<file path="src/hw/rtl/xcr_pkg.sv">
// ----------------------------------------------------------------------------
// XMODEM checksum receiver package
// Shared types, protocol byte codes, command and status codes.
// ----------------------------------------------------------------------------
package xcr_pkg;

    // Block geometry: 128 data bytes, framed by SOH, number, complement, sum.
    localparam int BLOCK_BYTES = 128;
    localparam int FRAME_BYTES = BLOCK_BYTES + 4;
    localparam int WORDS       = BLOCK_BYTES / 4;
    localparam int WORD_IDX_W  = $clog2(WORDS);

    // Protocol bytes.
    localparam logic [7:0] BYTE_SOH = 8'h01;
    localparam logic [7:0] BYTE_EOT = 8'h04;
    localparam logic [7:0] BYTE_ACK = 8'h06;
    localparam logic [7:0] BYTE_NAK = 8'h15;
    localparam logic [7:0] BYTE_CAN = 8'h18;

    // Input commands.
    localparam logic [2:0] CMD_START = 3'd0;
    localparam logic [2:0] CMD_BYTE  = 3'd1;
    localparam logic [2:0] CMD_TMO   = 3'd2;
    localparam logic [2:0] CMD_ERR   = 3'd3;
    localparam logic [2:0] CMD_FLASH = 3'd4;

    // Session status codes.
    localparam logic [2:0] STAT_BUSY    = 3'd0;
    localparam logic [2:0] STAT_OK      = 3'd1;
    localparam logic [2:0] STAT_TIMEOUT = 3'd2;
    localparam logic [2:0] STAT_COMMS   = 3'd3;
    localparam logic [2:0] STAT_FLASH   = 3'd4;

    // Configuration register indexes.
    localparam int         CFG_IDX_W         = 1;
    localparam logic [0:0] CFG_FLASH_BASE    = 1'd0;
    localparam logic [0:0] CFG_RETRY_LIMIT   = 1'd1;
    localparam logic [7:0] RETRY_LIMIT_RESET = 8'd10;

    typedef struct packed {
        logic [2:0] command;
        logic [7:0] rx_byte;
        logic       flash_ok;
    } xcr_in_t;

    typedef struct packed {
        logic        tx_valid;
        logic [7:0]  tx_byte;
        logic        flash_valid;
        logic [31:0] flash_address;
        logic [31:0] flash_word;
        logic [2:0]  session_status;
        logic        last;
    } xcr_out_t;

endpackage

</file>
<file path="src/hw/rtl/xcr_block_ram.sv">
// ----------------------------------------------------------------------------
// XMODEM receiver block store
// One-write, one-read word memory holding the data of the current frame.
// ----------------------------------------------------------------------------
module xcr_block_ram
    import xcr_pkg::*;
(
    input  logic                  aclk,
    input  logic                  wr_en,
    input  logic [WORD_IDX_W-1:0] wr_addr,
    input  logic [31:0]           wr_data,
    input  logic                  rd_en,
    input  logic [WORD_IDX_W-1:0] rd_addr,
    output logic [31:0]           rd_data
);

    logic [31:0] mem [WORDS];
    logic [31:0] rd_data_reg;

    // Write port.
    always_ff @(posedge aclk) begin
        if (wr_en) begin
            mem[wr_addr] <= wr_data;
        end
    end

    // Registered read port; the data holds between reads.
    always_ff @(posedge aclk) begin
        if (rd_en) begin
            rd_data_reg <= mem[rd_addr];
        end
    end

    assign rd_data = rd_data_reg;

endmodule

</file>
<file path="src/hw/rtl/xmodem_checksum_receiver.sv">
// ----------------------------------------------------------------------------
// XMODEM checksum receiver
// Session control, frame checking and block handoff for 128-byte blocks.
// ----------------------------------------------------------------------------
// Every command is taken and gives its reply, if any, in the output register
// the cycle after. The final byte of a good new block starts a handoff that
// walks the 32 stored words through the single read port of the block
// memory, each word read and then sent, so that command holds the input until
// the last word is sent; a failed programming result gives a second reply
// after its first. A command is taken only when the output register is free
// or being emptied.
module xmodem_checksum_receiver
    import xcr_pkg::*;
(
    input  logic                 aclk,
    input  logic                 aresetn,
    input  logic                 cfg_wr_en,
    input  logic [CFG_IDX_W-1:0] cfg_index,
    input  logic [31:0]          cfg_wr_data,
    input  logic                 s_valid,
    output logic                 s_ready,
    input  xcr_in_t              s_data,
    output logic                 m_valid,
    input  logic                 m_ready,
    output xcr_out_t             m_data
);

    // Session phase.
    typedef enum logic [4:0] {
        PH_IDLE  = 5'b00001,
        PH_WAIT  = 5'b00010,
        PH_FRAME = 5'b00100,
        PH_FLASH = 5'b01000,
        PH_DONE  = 5'b10000
    } phase_t;

    // Sequencer for multi-result commands.
    typedef enum logic [3:0] {
        SQ_IDLE  = 4'b0001,
        SQ_FETCH = 4'b0010,
        SQ_SEND  = 4'b0100,
        SQ_CAN   = 4'b1000
    } seq_t;

    logic [31:0]           base_reg;
    logic [7:0]            retry_limit_reg;
    phase_t                phase_reg, phase_next;
    seq_t                  seq_reg, seq_next;
    logic                  started_reg, started_next;
    logic [7:0]            retries_reg, retries_next;
    logic [7:0]            expected_reg, expected_next;
    logic [7:0]            left_reg, left_next;
    logic [7:0]            header_reg, header_next;
    logic [7:0]            blknum_reg, blknum_next;
    logic [7:0]            compl_reg, compl_next;
    logic [7:0]            sum_reg, sum_next;
    logic [23:0]           acc_reg, acc_next;
    logic [31:0]           waddr_reg, waddr_next;
    logic [31:0]           emit_addr_reg, emit_addr_next;
    logic [WORD_IDX_W-1:0] idx_reg, idx_next;
    logic                  m_valid_reg;
    xcr_out_t              m_data_reg;

    logic                  accept;
    logic                  out_free;
    logic                  out_load;
    xcr_out_t              out_pay;
    logic                  ram_wr_en;
    logic [WORD_IDX_W-1:0] ram_wr_addr;
    logic [31:0]           ram_wr_data;
    logic                  ram_rd_en;
    logic [31:0]           ram_rd_data;
    logic [7:0]            data_pos;
    logic [7:0]            prev_block;
    logic [8:0]            num_sum;
    logic                  frame_good;

    // Builds a reply-only result.
    function automatic xcr_out_t reply(input logic tx_en, input logic [7:0] tx,
                                       input logic [2:0] st, input logic lst);
        xcr_out_t r;
        r                = '0;
        r.tx_valid       = tx_en;
        r.tx_byte        = tx;
        r.session_status = st;
        r.last           = lst;
        return r;
    endfunction

    assign out_free = !m_valid_reg || m_ready;
    assign s_ready  = (seq_reg == SQ_IDLE) && out_free;
    assign accept   = s_valid && s_ready;

    // Frame check terms.
    assign data_pos   = 8'(BLOCK_BYTES + 1) - left_reg;
    assign prev_block = expected_reg - 8'd1;
    assign num_sum    = {1'b0, blknum_reg} + {1'b0, compl_reg};
    assign frame_good = (header_reg == BYTE_SOH) &&
                        ((blknum_reg == expected_reg) || (blknum_reg == prev_block)) &&
                        (num_sum == 9'd255) && (sum_reg == s_data.rx_byte);

    // Block memory.
    xcr_block_ram u_ram (
        .aclk    (aclk),
        .wr_en   (ram_wr_en),
        .wr_addr (ram_wr_addr),
        .wr_data (ram_wr_data),
        .rd_en   (ram_rd_en),
        .rd_addr (idx_reg),
        .rd_data (ram_rd_data)
    );

    // Command handling and handoff sequencer.
    always_comb begin
        phase_next     = phase_reg;
        seq_next       = seq_reg;
        started_next   = started_reg;
        retries_next   = retries_reg;
        expected_next  = expected_reg;
        left_next      = left_reg;
        header_next    = header_reg;
        blknum_next    = blknum_reg;
        compl_next     = compl_reg;
        sum_next       = sum_reg;
        acc_next       = acc_reg;
        waddr_next     = waddr_reg;
        emit_addr_next = emit_addr_reg;
        idx_next       = idx_reg;
        out_load       = 1'b0;
        out_pay        = '0;
        ram_wr_en      = 1'b0;
        ram_wr_addr    = data_pos[WORD_IDX_W+1:2];
        ram_wr_data    = {s_data.rx_byte, acc_reg};
        ram_rd_en      = 1'b0;

        case (seq_reg)
            SQ_IDLE: begin
                if (accept) begin
                    case (s_data.command)
                        CMD_START: begin
                            expected_next = 8'd1;
                            started_next  = 1'b0;
                            waddr_next    = base_reg;
                            left_next     = '0;
                            sum_next      = '0;
                            phase_next    = PH_WAIT;
                            retries_next  = retry_limit_reg;
                            out_load      = 1'b1;
                            out_pay       = reply(1'b1, BYTE_NAK, STAT_BUSY, 1'b1);
                        end
                        CMD_BYTE: begin
                            if (phase_reg == PH_WAIT) begin
                                started_next = 1'b1;
                                if (s_data.rx_byte == BYTE_EOT) begin
                                    phase_next = PH_DONE;
                                    out_load   = 1'b1;
                                    out_pay    = reply(1'b1, BYTE_ACK, STAT_OK, 1'b1);
                                end else begin
                                    header_next = s_data.rx_byte;
                                    sum_next    = '0;
                                    left_next   = 8'(FRAME_BYTES - 1);
                                    phase_next  = PH_FRAME;
                                end
                            end else if (phase_reg == PH_FRAME) begin
                                // Capture the header fields or one data byte.
                                if (left_reg == 8'(FRAME_BYTES - 1)) begin
                                    blknum_next = s_data.rx_byte;
                                end else if (left_reg == 8'(FRAME_BYTES - 2)) begin
                                    compl_next = s_data.rx_byte;
                                end else if (left_reg >= 8'd2) begin
                                    sum_next = sum_reg + s_data.rx_byte;
                                    case (data_pos[1:0])
                                        2'd0: acc_next = {16'd0, s_data.rx_byte};
                                        2'd1: acc_next = {8'd0, s_data.rx_byte,
                                                          acc_reg[7:0]};
                                        2'd2: acc_next = {s_data.rx_byte,
                                                          acc_reg[15:0]};
                                        default: ram_wr_en = 1'b1;
                                    endcase
                                end
                                // Count down, or judge the frame on its sum byte.
                                if (left_reg > 8'd1) begin
                                    left_next = left_reg - 8'd1;
                                end else begin
                                    left_next = '0;
                                    if (!frame_good) begin
                                        phase_next   = PH_WAIT;
                                        retries_next = retry_limit_reg;
                                        out_load     = 1'b1;
                                        out_pay      = reply(1'b1, BYTE_NAK,
                                                             STAT_BUSY, 1'b1);
                                    end else if (blknum_reg == expected_reg) begin
                                        phase_next     = PH_FLASH;
                                        seq_next       = SQ_FETCH;
                                        idx_next       = '0;
                                        emit_addr_next = waddr_reg;
                                    end else begin
                                        phase_next   = PH_WAIT;
                                        retries_next = retry_limit_reg;
                                        out_load     = 1'b1;
                                        out_pay      = reply(1'b1, BYTE_ACK,
                                                             STAT_BUSY, 1'b1);
                                    end
                                end
                            end
                        end
                        CMD_TMO: begin
                            if (phase_reg == PH_WAIT) begin
                                if (retries_reg <= 8'd1) begin
                                    retries_next = '0;
                                    phase_next   = PH_DONE;
                                    out_load     = 1'b1;
                                    out_pay      = reply(1'b0, 8'd0, STAT_TIMEOUT, 1'b1);
                                end else begin
                                    retries_next = retries_reg - 8'd1;
                                    if (!started_reg) begin
                                        out_load = 1'b1;
                                        out_pay  = reply(1'b1, BYTE_NAK, STAT_BUSY, 1'b1);
                                    end
                                end
                            end else if (phase_reg == PH_FRAME) begin
                                left_next    = '0;
                                phase_next   = PH_WAIT;
                                retries_next = retry_limit_reg;
                                out_load     = 1'b1;
                                out_pay      = reply(1'b1, BYTE_NAK, STAT_BUSY, 1'b1);
                            end
                        end
                        CMD_ERR: begin
                            if (phase_reg == PH_WAIT) begin
                                started_next = 1'b1;
                                phase_next   = PH_DONE;
                                out_load     = 1'b1;
                                out_pay      = reply(1'b0, 8'd0, STAT_COMMS, 1'b1);
                            end else if (phase_reg == PH_FRAME) begin
                                left_next    = '0;
                                phase_next   = PH_WAIT;
                                retries_next = retry_limit_reg;
                                out_load     = 1'b1;
                                out_pay      = reply(1'b1, BYTE_NAK, STAT_BUSY, 1'b1);
                            end
                        end
                        CMD_FLASH: begin
                            if (phase_reg == PH_FLASH) begin
                                if (s_data.flash_ok) begin
                                    waddr_next    = waddr_reg + 32'(BLOCK_BYTES);
                                    expected_next = expected_reg + 8'd1;
                                    phase_next    = PH_WAIT;
                                    retries_next  = retry_limit_reg;
                                    out_load      = 1'b1;
                                    out_pay       = reply(1'b1, BYTE_ACK, STAT_BUSY, 1'b1);
                                end else begin
                                    phase_next = PH_DONE;
                                    seq_next   = SQ_CAN;
                                    out_load   = 1'b1;
                                    out_pay    = reply(1'b1, BYTE_NAK, STAT_FLASH, 1'b0);
                                end
                            end
                        end
                        default: begin
                        end
                    endcase
                end
            end
            SQ_FETCH: begin
                ram_rd_en = 1'b1;
                seq_next  = SQ_SEND;
            end
            SQ_SEND: begin
                if (out_free) begin
                    out_load              = 1'b1;
                    out_pay.flash_valid   = 1'b1;
                    out_pay.flash_address = emit_addr_reg;
                    out_pay.flash_word    = ram_rd_data;
                    out_pay.last          = (idx_reg == WORD_IDX_W'(WORDS - 1));
                    if (idx_reg == WORD_IDX_W'(WORDS - 1)) begin
                        seq_next = SQ_IDLE;
                    end else begin
                        idx_next       = idx_reg + 1'b1;
                        emit_addr_next = emit_addr_reg + 32'd4;
                        seq_next       = SQ_FETCH;
                    end
                end
            end
            SQ_CAN: begin
                if (out_free) begin
                    out_load = 1'b1;
                    out_pay  = reply(1'b1, BYTE_CAN, STAT_FLASH, 1'b1);
                    seq_next = SQ_IDLE;
                end
            end
            default: begin
                seq_next = SQ_IDLE;
            end
        endcase
    end

    // Configuration registers.
    always_ff @(posedge aclk) begin
        if (!aresetn) begin
            base_reg        <= '0;
            retry_limit_reg <= RETRY_LIMIT_RESET;
        end else if (cfg_wr_en) begin
            case (cfg_index)
                CFG_FLASH_BASE:  base_reg        <= cfg_wr_data;
                CFG_RETRY_LIMIT: retry_limit_reg <= cfg_wr_data[7:0];
                default: begin
                end
            endcase
        end
    end

    // Session and sequencer state.
    always_ff @(posedge aclk) begin
        if (!aresetn) begin
            phase_reg     <= PH_IDLE;
            seq_reg       <= SQ_IDLE;
            started_reg   <= 1'b0;
            retries_reg   <= '0;
            expected_reg  <= 8'd1;
            left_reg      <= '0;
            header_reg    <= '0;
            blknum_reg    <= '0;
            compl_reg     <= '0;
            sum_reg       <= '0;
            waddr_reg     <= '0;
            idx_reg       <= '0;
        end else begin
            phase_reg     <= phase_next;
            seq_reg       <= seq_next;
            started_reg   <= started_next;
            retries_reg   <= retries_next;
            expected_reg  <= expected_next;
            left_reg      <= left_next;
            header_reg    <= header_next;
            blknum_reg    <= blknum_next;
            compl_reg     <= compl_next;
            sum_reg       <= sum_next;
            waddr_reg     <= waddr_next;
            idx_reg       <= idx_next;
        end
    end

    // Datapath registers without reset.
    always_ff @(posedge aclk) begin
        acc_reg       <= acc_next;
        emit_addr_reg <= emit_addr_next;
    end

    // Output register: loads a new result, or empties on a transfer.
    always_ff @(posedge aclk) begin
        if (!aresetn) begin
            m_valid_reg <= 1'b0;
        end else if (out_load) begin
            m_valid_reg <= 1'b1;
        end else if (m_ready) begin
            m_valid_reg <= 1'b0;
        end
    end

    always_ff @(posedge aclk) begin
        if (out_load) begin
            m_data_reg <= out_pay;
        end
    end

    assign m_valid = m_valid_reg;
    assign m_data  = m_data_reg;

endmodule
</file>
<file path="config.mk">
export PLATFORM = sky130hd
export DESIGN_NAME = xmodem_checksum_receiver
export DESIGN_NICKNAME = d
export VERILOG_FILES = /design/src/hw/rtl/xcr_pkg.sv /design/src/hw/rtl/xcr_block_ram.sv /design/src/hw/rtl/xmodem_checksum_receiver.sv
export SDC_FILE = /design/constraint.sdc
export NUM_CORES = 2
export LEC_CHECK = 0
export BUFFER_PORTS_ARGS = -buffer_cell sky130_fd_sc_hd__buf_4
export CORE_ASPECT_RATIO = 0.9
export CORE_MARGIN = 2
export CORE_UTILIZATION = 55
export CTS_CLUSTER_SIZE = 28
export DETAILED_ROUTE_END_ITERATION = 8
export PLACE_DENSITY_LB_ADDON = 0.08
export RECOVER_POWER = 25
export SETUP_SLACK_MARGIN = 0.15
export SYNTH_ARGS = -nofsm -noshare
export SYNTH_HDL_FRONTEND = slang
export SYNTH_SLANG_ARGS = --single-unit
</file>
<file path="constraint.sdc">
create_clock -name aclk -period 4.7 [get_ports aclk]
set_clock_uncertainty 0.05 [all_clocks]
set_input_delay 0.235 -clock aclk [delete_from_list [all_inputs] [get_ports aclk]]
set_output_delay 0.235 -clock aclk [all_outputs]
set_load 0.005 [all_outputs]
</file>
After elaboration in Yosys (flattened, before gate mapping)
Memory sizes are Yosys's and may differ from the RTL's. A register that Yosys moved wholly into a read port is not among the register bits.
Index checks and enable logic that the tools add are counted.
- flip-flop bits (word level): 278
- memory bits (writable): 1024
- input port bits: 50
- output and inout bits: 80
- logic and storage cells: 276
- memories kept: 1
- memory list (name ; words ; width ; rd ports ; clocked after memory_dff ; write ports ; RTL line ; RTL):
    u_ram.mem ; 32 ; 32 ; 1 ; 1 ; 1 ; xcr_block_ram.sv:17 ; logic [31:0] mem [WORDS];
- add/sub/neg operators: 10
- magnitude comparators: 3
- equal/unequal tests: 57
- mux-type cells: 133
- bitwise operators: 7
- reductions and logical operators: 39
- operators with widths (cell ; count):
    2-to-1 mux 78 bit ; 14
    case mux 78 bit (5 select lines) ; 1
    2-to-1 mux 32 bit ; 11
    2-to-1 mux 8 bit ; 25
    case mux 65 bit (3 select lines) ; 1
    case mux 32 bit (2 select lines) ; 2
    2-to-1 mux 5 bit ; 19
    2-to-1 mux 74 bit ; 1
    case mux 24 bit (3 select lines) ; 1
    2-to-1 mux 65 bit ; 1
    2-to-1 mux 4 bit ; 12
    != test 3 bit, second input constant ; 15
    case mux 8 bit (5 select lines) ; 1
    adder 32 x 3 -> 32 bit, second input constant ; 1
    adder 32 x 8 -> 32 bit, second input constant ; 1
    case mux 8 bit (2 select lines) ; 2
    2-to-1 mux 1 bit ; 30
    AND reduction 10 bit ; 3
    != test 2 bit, second input constant ; 14
    case mux 5 bit (5 select lines) ; 1
    == test 8 bit ; 3
    case mux 8 bit (3 select lines) ; 1
    subtractor 8 x 1 -> 8 bit, second input constant ; 3
    AND reduction 11 bit ; 2
    other kinds (54) ; 84

Logic depth before layout (Yosys ltp)
- depth after elaboration: 14
- gate-level depth with buffers: 11
- depth with buffers taken out: 11

Hierarchy
From an unflattened synthesis, not the netlist that was laid out.
- cells, all modules: 3705
- area total of the unflattened synthesis: 54469.7 um^2
- modules (own cells, without submodules) (module ; instances ; cells each ; area each (um^2) ; seq. area each (um^2)):
    xcr_block_ram ; 1 ; 2260 ; 40805.4 ; 31710.4
    xmodem_checksum_receiver ; 1 ; 1445 ; 13664.4 ; 6816.5

Worst setup path after synthesis
Ideal clock, no wire load.
- path kind: flip-flop to flip-flop
- start point: register blknum_reg[0]
- end point: register m_data_reg, in the netlist m_data[0] (enable)
- setup time: 0.446 ns
- arrival time: 3.982 ns
- data required time: 4.204 ns
- path slack: 0.223 ns
- cell stages (with the launch flop): 11
- path buffers: 0
- period minus slack after synthesis: 4.477 ns
- path through: dfxtp_1 ha_1 inv_1 fa_1 nand2b_1 a21o_1 a31o_2 o211ai_1 nor3_1 o21ai_1 o32a_1
- cells in the longest elaborated chain, start to end: 12
- elaborated cells between the ends (all ways): 16
- classes of those cells: 1 x add/sub; 3 x eq/ne; 8 x mux; 4 x reduce/logical
- RTL lines (element ; RTL line ; RTL):
    start, declared ; xmodem_checksum_receiver.sv:54 ; logic [7:0] blknum_reg, blknum_next;
    start signal, assigned ; xmodem_checksum_receiver.sv:336 ; blknum_reg <= blknum_next;
    parallel branches: the longest is 5 deep, another holds adder 8 x 8 -> 9 bit ; n/a ;
    2-to-1 mux 1 bit * ; xmodem_checksum_receiver.sv:186 ; if (!frame_good) begin
    2-to-1 mux 1 bit * ; xmodem_checksum_receiver.sv:182 ; if (left_reg > 8'd1) begin
    2-to-1 mux 1 bit * ; xmodem_checksum_receiver.sv:164 ; end else if (phase_reg == PH_FRAME) begin
    2-to-1 mux 1 bit * ; xmodem_checksum_receiver.sv:152 ; if (phase_reg == PH_WAIT) begin
    case mux 1 bit (5 select lines) * ; xmodem_checksum_receiver.sv:139 ; case (s_data.command)
    2-to-1 mux 1 bit * ; xmodem_checksum_receiver.sv:138 ; if (accept) begin
    case mux 1 bit (2 select lines) * ; xmodem_checksum_receiver.sv:136 ; case (seq_reg)
    named net out_load ; xmodem_checksum_receiver.sv:66 ; logic out_load;
    end signal, assigned ; xmodem_checksum_receiver.sv:363 ; m_data_reg <= out_pay;
    end, declared ; xmodem_checksum_receiver.sv:62 ; xcr_out_t m_data_reg;
Mark *: on every way through the listed nets, which the timed path passes.
A chain may end at the register's enable or synchronous reset.

Worst setup path after layout
- start point: input s_data[8] (netlist bit)
- end point: register m_data_reg, in the netlist m_data[13] (enable)
- cells in the longest elaborated chain, start to end: 9
- elaborated cells between the ends (all ways): 11
- classes of those cells: 2 x eq/ne; 8 x mux; 1 x reduce/logical
- RTL lines (element ; RTL line ; RTL):
    start, declared ; xmodem_checksum_receiver.sv:22 ; input xcr_in_t s_data,
    == test 8 bit ; xmodem_checksum_receiver.sv:100 ; (num_sum == 9'd255) && (sum_reg == s_data.rx_byte);
    logical AND 1 bit ; xmodem_checksum_receiver.sv:100 ;
    2-to-1 mux 1 bit ; xmodem_checksum_receiver.sv:186 ;
    2-to-1 mux 1 bit ; xmodem_checksum_receiver.sv:182 ;
    2-to-1 mux 1 bit ; xmodem_checksum_receiver.sv:164 ;
    2-to-1 mux 1 bit * ; xmodem_checksum_receiver.sv:152 ;
    case mux 1 bit (5 select lines) * ; xmodem_checksum_receiver.sv:139 ;
    2-to-1 mux 1 bit * ; xmodem_checksum_receiver.sv:138 ;
    case mux 1 bit (2 select lines) * ; xmodem_checksum_receiver.sv:136 ;
    named net out_load ; xmodem_checksum_receiver.sv:66 ;
Mark *: on every way through the listed nets, which the timed path passes. The rest lies on a longest branch.

==> flow_metrics.tcl <==
set metrics [dict create \
    synth_area_um2 53400 \
    grt_setup_unrepaired "false" \
    status "complete, but fails checks" \
    antenna_found_initial 1 \
    clockBufferDepth 3 \
    design_area_um2 61600 \
    worstMarginPinSlew_ps 2170 \
    crit_slowest_cell "clkbuf_1" \
    finalPower_uw 24700 \
    worstPathCellList "dlygate4sd3_1 -> clkbuf_1 -> xor2_1 -> nor4_1 -> o211ai_1 -> nor3_2 -> o21ai_1 -> o32a_2 -> buf_4" \
    drc 0 \
    initial_core_util_pct 55.4 \
    overflow 0 \
    powerDensity_nw_per_um2 402 \
    clkLatencyLatePin_ps 720 \
    fin_crit_ps 4340 \
    crit_path_max_fanout 75 \
    cts_buffers 135 \
    drv_slew 591 \
    drive_above_1_share_pct 24.5 \
    synth_cell_type_count 84 \
    yosys_warnings 0 \
    syn_area_per_cell_um2 17.8 \
    final_util_pct 63.9 \
    nets 3329 \
    fin_crit_sh_pct 92.4 \
    hold_viol 0 \
    core_area_um2 96300 \
    grt_first_pass_wirelength_mm 193 \
    cp.arrival_ps 4580 \
    clock-root-buffer "clkbuf_16" \
    wl_met2_mm 61.5 \
    cap_violations 17 \
    clock_sinks 1331 \
    slowest_delay_ps 1480 \
    die-height_um 300 \
    synth_top_area_share_pct 66.7 \
    worst_setup_path_end_kind "register" \
    drt-wirelength-per-cell_um 28.1 \
    synthTopCellsByArea "edfxtp_1, mux4_2, dfxtp_1, nand2_1, a21oi_1" \
    h-tree-depth 4 \
    cts_tree "done" \
    area_growth_pct 15.2 \
    max_freq_ghz 0.230 \
    largest_reg_flops 1024 \
    dpl_cell_area_um2 56600 \
    setup_violations 0 \
    diodes 0 \
    clk_pin_slew_worst_paths_ps 60 \
    cp.required_ps 4940 \
    path_delay_family "buffers and inverters" \
    fp.dieArea_um2 99600 \
    top_layer "met5" \
    synth_top_cell_by_area "edfxtp_1" \
    yosysMostFrequentCell "edfxtp_1" \
    synthTopCellsByCount "edfxtp_1, mux4_2, nand2_1, nor2_1, dfxtp_1" \
    violations "max-capacitance violations, max-slew violations" \
    die_w_um 333 \
    finalWirelength_mm 130 \
    io_pins 130 \
    hold_class "input pin to register" \
    relSlewSlack_pct -44.9 \
    vias 29300 \
    synthCells 3000 \
    first_pass_iters 5 \
    io_buffers 126 \
    ys_seq_elements 1331 \
    grt_pass1_vias 29000 \
    synth_edf_count 1187 \
    ys_seq_area_share_pct 72.1 \
    hpwl_mm 78.5 \
    critical_path_class "input pin to register" \
    power_leakage_uw 0.0201 \
    drt_iter0_drc 3559 \
    gp_congestion 0.895 \
    ant_nets 0 \
    r2r_cells 11 \
    met1_length_mm 56.7 \
    grt_max_degree 82 \
    crit_path_start_kind "input pin" \
    synth_flop_cell "edfxtp_1" \
    whs_path_depth 5 \
    cp_num_buf_inv 3 \
    vdd_drop_max_mv 0.421 \
    setup_tns_ps 0 \
    cp_num_cells 9 \
    viasPerCell 6.34 \
    async_flop_share_pct 0 \
    route.met3.wl_mm 9.36 \
    core.rowCount 108 \
    grt_usage_pct 26.5 \
]
layer usage:
metal | global-route usage (%) | vias up
met5 | 0 | -
met4 | 6.20 | 2
met3 | 4.41 | 205
met2 | 41.3 | 1268
met1 | 39.9 | 15300
li1 | - | 12500
cells in the final DEF (no fill, tap or decap), types with 9 or more instances in the layout:
master         synthesis  final
bufinv_16              0     13
mux2i_1               28     28
nand4_1               19     19
o211ai_1               9      9
ha_1                  30     30
xor2_1                34     34
a211oi_1              13     13
mux4_2               320    320
and3_1                79     79
clkbuf_16              0    141
clkinv_2               0     26
o21ai_0               71     71
dfxtp_1              144    139
nor4_1                18     18
a21oi_1              114    114
buf_4                  4    173
clkbuf_1             126     48
nor2_4                 0     32
nor2_1               147    115
nor2b_1               12     11
mux2_2                33     33
nand3_1               65     65
nand2b_1              21     20
xnor2_1               34     34
buf_12                 0     26
o21a_1                10     10
nand2_1              224    223
clkinv_1               0     16
edfxtp_1            1187   1187
and2_1                33     32
inv_1                 32     30
dlygate4sd3_1          0     58
nor3_1                25     24
final cells by class:
class / instances / area, um2
clock buffers: 177 / 3740
clock inverters: 66 / 712
fillers: 6631 / 34800
inverters: 32 / 121
multi-input cells: 1470 / 14400
flip-flops and latches: 1331 / 38500
well taps: 1265 / 1580
repair buffers: 277 / 2470
path summary, 6_finish.rpt:
kind / slack, ps / endpoint / startpoint
worst max-delay path: 360 / m_data[13]$_SDFFCE_PN0P_ / s_data[8]
worst max register to register: 440 / m_data[13]$_SDFFCE_PN0P_ / blknum_reg[0]$_SDFFE_PN0P_
worst min register to register: 410 / base_reg[23]$_SDFFE_PN0P_ / base_reg[23]$_SDFFE_PN0P_
worst min-delay path: 180 / sum_reg[2]$_SDFFE_PN0P_ / s_data[3]
kinds of logic after synthesis:
kind of cell / Yosys count / share of synthesized area, %
mux: 381 / 14.7
fa+ha+maj: 32 / 0.778
xor+xnor: 68 / 1.11
compound gates: 296 / 3.46
other cells: 1 / 0.00702
flops: 1331 / 72.1
simple gates: 690 / 6.34
buf+inv: 201 / 1.48
through the flow:
step	hold WS (ps)	setup WS (ps)	instances
final	180	357	4618
after global routing	196	97.5	4618
after CTS	32.6	371	4618
after detailed placement	398	410	4317
after global placement	392	536	4317
after floorplan	284	223	3002
report_power, final:
group / switching, uW / internal, uW
Sequential: 88.3 / 12800
Clock: 4420 / 6340
Combinational: 662 / 378
Total: 5170 / 19600
tightest hold or removal path, delay by kind of cell:
kind                       cells  cell delay, ps
buffers and inverters          1             160
and+or+nand+nor                1              80
AOI/OAI and AO/OA              1              60
adders and majority gates      1             260
xor gates and xnor gates       1             100
timing repair:
item | CTS | global route
hold buffers | 58 | 0
setup buffers | 0 | 0
hold endpoints to repair | 247 | 0
gates resized for setup | 0 | 1
setup endpoints to repair | 0 | 64
Note: power is estimated with default switching activity, not from simulation.
